## src/sv/window_table_hit_test_top_defines.svh

```systemverilog
// assertion helpers shared by the rtl
`ifndef WINDOW_TABLE_HIT_TEST_TOP_DEFINES_SVH
`define WINDOW_TABLE_HIT_TEST_TOP_DEFINES_SVH

`ifndef SYNTHESIS

// checked only while reset is released
`define WHT_ASSERT(lbl, clk, rst_n, prop) \
    lbl: assert property (@(posedge clk) disable iff (!rst_n) (prop)) \
        else $error("window table assertion failed");

// checked at every edge, reset included
`define WHT_ASSERT_ALWAYS(lbl, clk, prop) \
    lbl: assert property (@(posedge clk) (prop)) \
        else $error("window table assertion failed");

`else

`define WHT_ASSERT(lbl, clk, rst_n, prop)
`define WHT_ASSERT_ALWAYS(lbl, clk, prop)

`endif

`endif

```

## src/sv/wht_pkg.sv

```systemverilog
package wht_pkg;

    // table size default
    localparam int WHT_MAX_WINDOWS = 16;

    // commands
    localparam logic [1:0] CMD_UPSERT = 2'd0;
    localparam logic [1:0] CMD_REMOVE = 2'd1;
    localparam logic [1:0] CMD_HIT    = 2'd2;

    // result status codes
    localparam logic [2:0] ST_INSERTED = 3'd0;
    localparam logic [2:0] ST_UPDATED  = 3'd1;
    localparam logic [2:0] ST_FULL     = 3'd2;
    localparam logic [2:0] ST_REMOVED  = 3'd3;
    localparam logic [2:0] ST_ABSENT   = 3'd4;
    localparam logic [2:0] ST_HIT      = 3'd5;
    localparam logic [2:0] ST_MISS     = 3'd6;

    typedef struct packed {
        logic [1:0]         command;
        logic [15:0]        app_id;
        logic signed [15:0] box_left;
        logic signed [15:0] box_right;
        logic signed [15:0] box_bottom;
        logic signed [15:0] box_top;
        logic [15:0]        depth_in;
        logic signed [15:0] point_x;
        logic signed [15:0] point_y;
    } in_item_t;

    typedef struct packed {
        logic [2:0]         status;
        logic [15:0]        hit_app_id;
        logic signed [15:0] hit_left;
        logic signed [15:0] hit_right;
        logic signed [15:0] hit_bottom;
        logic signed [15:0] hit_top;
        logic [15:0]        hit_depth;
        logic [4:0]         window_count;
    } out_item_t;

    // one table entry
    typedef struct packed {
        logic [15:0]        id;
        logic signed [15:0] left;
        logic signed [15:0] right;
        logic signed [15:0] bottom;
        logic signed [15:0] top;
        logic [15:0]        depth;
    } entry_t;

    // command token walking down the cell row
    typedef struct packed {
        logic               valid;
        logic [1:0]         cmd;
        entry_t             win;
        logic signed [15:0] px;
        logic signed [15:0] py;
        logic               found;
        logic               placed;
    } token_t;

endpackage

```

## src/sv/wht_cell.sv

```systemverilog
module wht_cell import wht_pkg::*; #(
    parameter int CNT_W = 5,
    parameter int INDEX = 0
) (
    input  logic             aclk,
    input  logic             aresetn,
    input  token_t           tok_in,
    input  logic [CNT_W-1:0] count,
    input  entry_t           next_entry,
    output entry_t           entry,
    output token_t           tok_out
);

    localparam logic [CNT_W-1:0] MY_IDX = CNT_W'(INDEX);

    entry_t entry_reg, entry_next;
    token_t tok_reg, tok_next;
    logic   in_range;
    logic   at_tail;
    logic   id_match;
    logic   inside_pt;

    assign in_range  = MY_IDX < count;
    assign at_tail   = MY_IDX == count;
    assign id_match  = in_range && (entry_reg.id == tok_in.win.id);
    assign inside_pt = in_range &&
                       (entry_reg.left < tok_in.px) && (entry_reg.bottom < tok_in.py) &&
                       (entry_reg.right > tok_in.px) && (entry_reg.top > tok_in.py);

    // act on the token as it passes this slot
    always_comb begin
        entry_next = entry_reg;
        tok_next   = tok_in;
        if (tok_in.valid) begin
            case (tok_in.cmd)
                CMD_UPSERT: begin
                    if (!tok_in.found && id_match) begin
                        entry_next.left   = tok_in.win.left;
                        entry_next.right  = tok_in.win.right;
                        entry_next.bottom = tok_in.win.bottom;
                        entry_next.top    = tok_in.win.top;
                        entry_next.depth  = tok_in.win.depth;
                        tok_next.found    = 1'b1;
                    end else if (!tok_in.found && at_tail) begin
                        entry_next      = tok_in.win;
                        tok_next.placed = 1'b1;
                    end
                end
                CMD_REMOVE: begin
                    // close the gap: take the neighbor's entry from the match on
                    if (tok_in.found || id_match) begin
                        entry_next     = next_entry;
                        tok_next.found = 1'b1;
                    end
                end
                CMD_HIT: begin
                    // later entry wins on equal depth
                    if (inside_pt && (!tok_in.found || entry_reg.depth <= tok_in.win.depth)) begin
                        tok_next.win   = entry_reg;
                        tok_next.found = 1'b1;
                    end
                end
                default: begin
                end
            endcase
        end
    end

    // entry storage
    always_ff @(posedge aclk) begin
        entry_reg <= entry_next;
    end

    // token stage
    always_ff @(posedge aclk) begin
        if (!aresetn) begin
            tok_reg.valid <= 1'b0;
        end else begin
            tok_reg <= tok_next;
        end
    end

    assign entry   = entry_reg;
    assign tok_out = tok_reg;

endmodule
```

## config.mk

```make
export PLATFORM = sky130hd
export DESIGN_NAME = wht_cell
export DESIGN_NICKNAME = d
export VERILOG_FILES = /design/src/sv/window_table_hit_test_top_defines.svh /design/src/sv/wht_pkg.sv /design/src/sv/wht_cell.sv
export SDC_FILE = /design/constraint.sdc
export NUM_CORES = 1
export LEC_CHECK = 0
export BUFFER_PORTS_ARGS = -buffer_cell sky130_fd_sc_hd__buf_2
export CAP_MARGIN = 10
export CORE_AREA = 8 8 172 174
export CTS_CLUSTER_SIZE = 25
export DETAILED_ROUTE_END_ITERATION = 7
export DIE_AREA = 0 0 180 182
export PLACE_DENSITY = 0.73
export SLEW_MARGIN = 20
export SYNTH_ARGS = -nofsm -noshare
export SYNTH_HDL_FRONTEND = slang
export SYNTH_SLANG_ARGS = --single-unit
```

## constraint.sdc

```tcl
create_clock -name aclk -period 5.9 [get_ports aclk]
set_input_delay 0.885 -clock aclk [delete_from_list [all_inputs] [get_ports aclk]]
set_output_delay 0.885 -clock aclk [all_outputs]
set_load 0.01 [all_outputs]
```

==> impl_results.md, run 1 <==
* Critical Path End: tok_out[88]$_DFFE_PP_
* Root Driver: clkbuf_16
* TritonRoute pass-1 iters at 5
* Unique masters post-synth at 48
* Initial antenna violation count at 8
* CP Cell Sequence: buf_2 > inv_1 > ha_1 > a21oi_1 > o21ai_0 > a2111oi_1 > nand4_1 > o211a_1 > or4b_4 > buf_4 > mux2_2
* Slew Viols, Final at 0
* Hold Path Class: input pin to register
* Worst-path clk slew at 70 ps
* Largest net degree at the start of global routing at 82
* FF-to-FF setup slack at 1430 ps
* CP max stage delay at 860 ps
* Period utilization at 0.7667
* Port buffer count at 464
* Tot GR Track Use at 0.2102
* Power Dens Cells at 264.1 nW/um2
* IO Pins at 465
* Slowest library cell on the worst path: a2111oi_1
* Hold_ws at 557.5 ps
* Antenna viol nets, final at 0
* Slew at the pin closest to its max-slew limit at 1059 ps
* Max Fclk at 221.1 MHz
* Setup ws final at 1376 ps
* DIE AREA at 32,760 um2
* Crit Path Class: input pin to register
* Rel. slew slack at 0.2943
* Element type at the critical path end: register
* Worst Path Required at 6170 ps
* Die Span Y at 182 um
* Crit path buf inv count at 3
* Data arrival time of the worst path at 4790 ps
* GP Congestion at 0.8402
* Post-CTS Setup Bufs at 0
* Starting density of the core at 0.4334
* Area grow syn2layout at 30.41%
* Crit path max-delay family: compound AO/OA/AOI/OAI gates
* CTS resizes at 0
* Cts bufs inserted at 26
* Async S/R FF share, synth at 0
* Final count of negative-setup-slack endpoints at 0
* Wirelength, routed at 36,030 um
* Final Skew at 16.10 ps
* Final hold violation count at 0
* R2R depth at 9
* Tot Pwr at 3.978 mW
* Layout cell share with drive strength beyond 1 at 0.5513
* Pre-CTS setup slack at 732.0 ps
* Clk buf depth at 3
* Max FFs per register at 133
* CTS tree: built
* Worst Path Max Fanout at 52
* Number of synthesized flops with an enable pin at 228
* Minimum clock period at 4524 ps
* DRT iter0 DRCs at 491
* CTS hold repair buffers at 0
* Mapped Area at 11,550 um2
* Post-Syn Nets at 1,081
* Setup TNS at 0 ps
* Post-synthesis sequential area ratio at 0.5945
* R2R Path Start: entry[17]$_DFFE_PP_
* Max-cap viol count at 0
* Core footprint at 26,650 um2
* Synth warn at 0
* Congestion Overflow GR at 0
* Vias in the first global route at 9,085
* Nets@finish at 1,557
* Chip width at 180 um
* Cell count along the critical path at 11
* Worst Setup SP: tok_in[5]
* VDD IR max at 0.1714 mV
* Top_reg_cell synth: edfxtp_1
* Status: completed
* First-pass GRT wire length at 53,890 um
* Vias per inst at 5.179
* Static Leakage at 6.687 nW
* Num rows at 60
* Vias at 8,286
* Post-synthesis average cell area at 15.14 um2
* Critical Path Start Type: input pin
* Clock Latency Late Sink at 530 ps
* DP HPWL at 28,340 um
* Post-Synthesis Cells at 763
* H-tree depth at 1
* WL/cell at 22.52 um
* Yosys reg bits at 229
* CTS sink count at 229
* FF-to-FF End: tok_out[88]$_DFFE_PP_
* Final Core Density at 0.5652
* Drt drc at 0
* RSZ-0062 raised after global routing: false
placed cells by master (no fill, tap or decap), types with 3 or more instances in the layout:
cell type and count:
buf_2 463, edfxtp_1 228, mux2_2 137, ha_1 81, inv_1 56, mux2_4 40
nand2_1 34, a21oi_1 27, clkbuf_16 27, o21ai_0 24, nand4_1 14, xor2_1 14
nor2_1 13, a21o_1 9, clkinv_2 8, nor3_1 7, nand3_1 7, buf_4 7
nor4_1 6, a211oi_1 5, clkinv_1 5, nand2b_1 3, clkinvlp_4 3
per-stage QoR:
stage | std cells | area, um2
2_1_floorplan | 763 | 11550
3_5_place_dp | 1552 | 14240
5_1_grt | 1600 | 15060
4_1_cts | 1598 | 15060
3_3_place_gp | 1552 | 14240
6_report | 1600 | 15060
report_power, final:
group	internal [mW]	switching [mW]	total (mW)
sequential	1.89	0.0353	1.92
combinational	0.233	0.258	0.492
clock	0.914	0.650	1.56
total	3.03	0.943	3.98
layout make-up:
type / count / area, um2
timing repair buffer: 471 / 2381
antenna: 2 / 5.005
multi-input combinational: 455 / 4353
clock inverter: 18 / 141.4
inverter: 56 / 210.2
clock buffer: 28 / 679.4
tap: 341 / 426.7
sequential: 229 / 6867
fill: 2212 / 11590
routing by layer:
layer  routed length, um  share of wire  global-route usage  vias to the layer above
li1                    -              -                   -                     3895
met1               14070           0.39              0.2393                     3937
met2               17920           0.50              0.3683                      356
met3                2842          0.079             0.06467                       86
met4                1123          0.031             0.07669                       12
met5                  77         0.0021                   0                        -
cell usage after synthesis (9+ instances only):
cell type / number / share of area
nand4_1: 14 / 0.0076
clkbuf_1: 9 / 0.0029
nand2_1: 34 / 0.011
ha_1: 82 / 0.089
mux2_4: 40 / 0.052
mux2_2: 137 / 0.13
edfxtp_1: 228 / 0.59
a21o_1: 9 / 0.0058
nor2_1: 13 / 0.0042
inv_1: 56 / 0.018
xor2_1: 14 / 0.011
o21ai_0: 24 / 0.010
a21oi_1: 27 / 0.012
worst min-delay path by stage:
stage / start / end / slack, ps / cells after the start
floorplan: entry[64]$_DFFE_PP_ / tok_out[98]$_DFFE_PP_ / 640 / 1
detailed placement: entry[57]$_DFFE_PP_ / tok_out[91]$_DFFE_PP_ / 610 / 1
global route: tok_in[15] / tok_out[15]$_DFFE_PP_ / 550 / 1
finish: tok_in[9] / tok_out[9]$_DFFE_PP_ / 560 / 1
CTS: tok_in[9] / tok_out[9]$_DFFE_PP_ / 520 / 1
global placement: entry[24]$_DFFE_PP_ / tok_out[58]$_DFFE_PP_ / 600 / 1
worst reg2reg max path: stages, from the launching register on:
cell and delay (ps):
edfxtp_1 480, ha_1 340, a21oi_1 120, o21ai_0 180, a2111oi_1 860, nand4_1 250, o211a_1 200, or4b_4 830
buf_4 540, mux2_2 430
cell families after synthesis:
kind of cell               count (synthesis)  synth area share
AOI/OAI and AO/OA                         84           0.04506
buffers and inverters                     79           0.03087
muxes                                    179            0.1873
adders and majority gates                 82           0.08882
and+or+nand+nor                           94           0.04138
xor gates and xnor gates                  16           0.01213
DFF                                      229            0.5945
Power figures use the tool's default switching activity.
==> inputs of run 2 (changes only) <==
==> constraint.sdc (replaced) <==
create_clock -name aclk -period 4.4 [get_ports aclk]
set_input_delay 0.66 -clock aclk [delete_from_list [all_inputs] [get_ports aclk]]
set_output_delay 0.66 -clock aclk [all_outputs]
set_load 0.01 [all_outputs]
==> run 2 against run 1 <==
  * Global-route usage rose by 0.27 points
  * Worst hold slack lost 230 ps
  * Largest cell class unchanged
  * Setup slack lost 1000 ps
  * Register-to-register slack got worse by 1100 ps
  * Count of clock-buffer cells in the layout grew 1
  * Sequential share of layout area is 0.23 points lower
  * Die area unchanged
  * Clock power up 42%
  * Critical endpoint is now tok_out[113]$_DFFE_PP_
  * Final area up 0.51%
==> impl_results.md, run 2 (synthesized netlist as in run 1, its figures left out) <==
* Status: completed
* Static Leakage at 6.722 nW
* Setup TNS at 0 ps
* Drt drc at 0
* Clock Latency Late Sink at 520 ps
* Num rows at 60
* Vias per inst at 5.200
* Element type at the critical path end: register
* DIE AREA at 32,760 um2
* RSZ-0062 raised after global routing: false
* Worst-path clk slew at 60 ps
* Wirelength, routed at 36,490 um
* Hold Path Class: input pin to register
* Most frequent cells in the layout: buf_2, edfxtp_1, mux2_2, ha_1, inv_1
* Layout cell share with drive strength beyond 1 at 0.5510
* Pre-CTS setup slack at 62.51 ps
* Leading cell type in the layout, fill and taps excluded: buf_2
* CTS hold repair buffers at 0
* Period utilization at 0.9252
* Tot GR Track Use at 0.2129
* R2R Path Start: entry[79]$_DFFE_PP_
* Clk buf depth at 3
* CTS tree: built
* Minimum clock period at 4071 ps
* Post-CTS Setup Bufs at 0
* Clock power share at 0.407
* Vias in the first global route at 9,019
* Root Driver: clkbuf_16
* Core footprint at 26,650 um2
* Final Skew at 9.621 ps
* Crit path max-delay family: simple AND/OR/NAND/NOR gates
* VDD IR max at 0.3548 mV
* DP HPWL at 28,390 um
* Hold_sp: tok_in[27]
* Slew at the pin closest to its max-slew limit at 992.8 ps
* Int Pwr at 4.191 mW
* Antenna viol nets, final at 0
* Die Span Y at 182 um
* Switch Pwr at 1.272 mW
* CP Cell Sequence: ha_1 > nand4_1 > nor3_1 > or4b_1 > nand3_1 > mux2i_1 > nand4_1 > or4b_4 > buf_12 > mux2_4
* DRT iter0 DRCs at 493
* Register share of total power at 0.472
* Max FFs per register at 133
* Nets@finish at 1,557
* Area grow syn2layout at 31.07%
* Slew Viols, Final at 0
* CP max stage delay at 530 ps
* Slowest library cell on the worst path: or4b_4
* GP Congestion at 0.8388
* Worst Path Max Fanout at 96
* Vias at 8,325
* Initial antenna violation count at 8
* Max Fclk at 245.6 MHz
* TritonRoute pass-1 iters at 7
* WL/cell at 22.79 um
* CTS resizes at 0
* CTS sink count at 229
* Power Dens Cells at 360.8 nW/um2
* IO Pins at 465
* Rel. slew slack at 0.3381
* Comb power frac at 0.121
* First-pass GRT wire length at 54,320 um
* Worst Path Required at 4670 ps
* Crit path buf inv count at 1
* H-tree depth at 1
* Starting density of the core at 0.4334
* Max-cap viol count at 0
* Cts bufs inserted at 26
* Worst Setup SP: entry[79]$_DFFE_PP_
* Most common cell on crit path: nand4_1
* Chip width at 180 um
* Final hold violation count at 0
* Switching share of power at 0.2329
* Final count of negative-setup-slack endpoints at 0
* Data arrival time of the worst path at 4340 ps
* Setup ws final at 329.0 ps
* Largest net degree at the start of global routing at 99
* Congestion Overflow GR at 0
* Critical Path Start Type: register
* Crit Path Class: register to register
* Port buffer count at 464
[run 2: cell count changes in the layout (fill, tap and decap cells not counted), sizes merged]
cell and delta:
bufinv +2, clkbuf +1, clkinv -3, clkinvlp -2, diode +2, inv +1
[run 2: power by group through the flow]
| stage | logic (mW) | registers (mW) | clock network, mW |
|---|---|---|---|
| CTS | 0.670 | 2.58 | 2.28 |
| global placement | 0.650 | 2.62 | 0 |
| floorplan | 0.265 | 2.67 | 0 |
| finish | 0.663 | 2.58 | 2.22 |
| detailed placement | 0.665 | 2.62 | 0 |
| global route | 0.726 | 2.59 | 2.34 |
[run 2: path summary, 6_finish.rpt]
kind,to,slack [ps],cells past startpoint
worst min register to register,tok_out[91]$_DFFE_PP_,610,1
worst min-delay path,tok_out[27]$_DFFE_PP_,330,1
worst max-delay path,tok_out[113]$_DFFE_PP_,330,10
worst max register to register,tok_out[113]$_DFFE_PP_,330,10
[run 2: layout make-up]
class | count | area, um2
Clock inverter | 16 | 185.2
Multi-Input combinational cell | 455 | 4352
Clock buffer | 29 | 683.2
Tap cell | 341 | 426.7
Antenna cell | 4 | 10.01
Inverter | 56 | 210.2
Timing Repair Buffer | 471 | 2406
Fill cell | 2204 | 11510
Sequential cell | 229 | 6867
[run 2: routing by layer]
metal	vias up	global-route usage	part of all wire
met5	-	0	0.0013
met4	8	0.07102	0.023
met3	62	0.06108	0.075
met2	341	0.3776	0.51
met1	4029	0.2439	0.39
li1	3885	-	-
[run 2: stage by stage]
stage	hold WS (ps)	cells	power, mW	util	area (um2)
2_1_floorplan	641.3	763	2.934	-	11550
3_3_place_gp	593.0	1552	3.272	0.5351	14260
3_5_place_dp	605.5	1552	3.290	0.5351	14260
4_1_cts	299.0	1597	5.529	0.5677	15130
5_1_grt	308.1	1601	5.653	0.5681	15140
6_report	331.2	1601	5.463	0.5681	15140
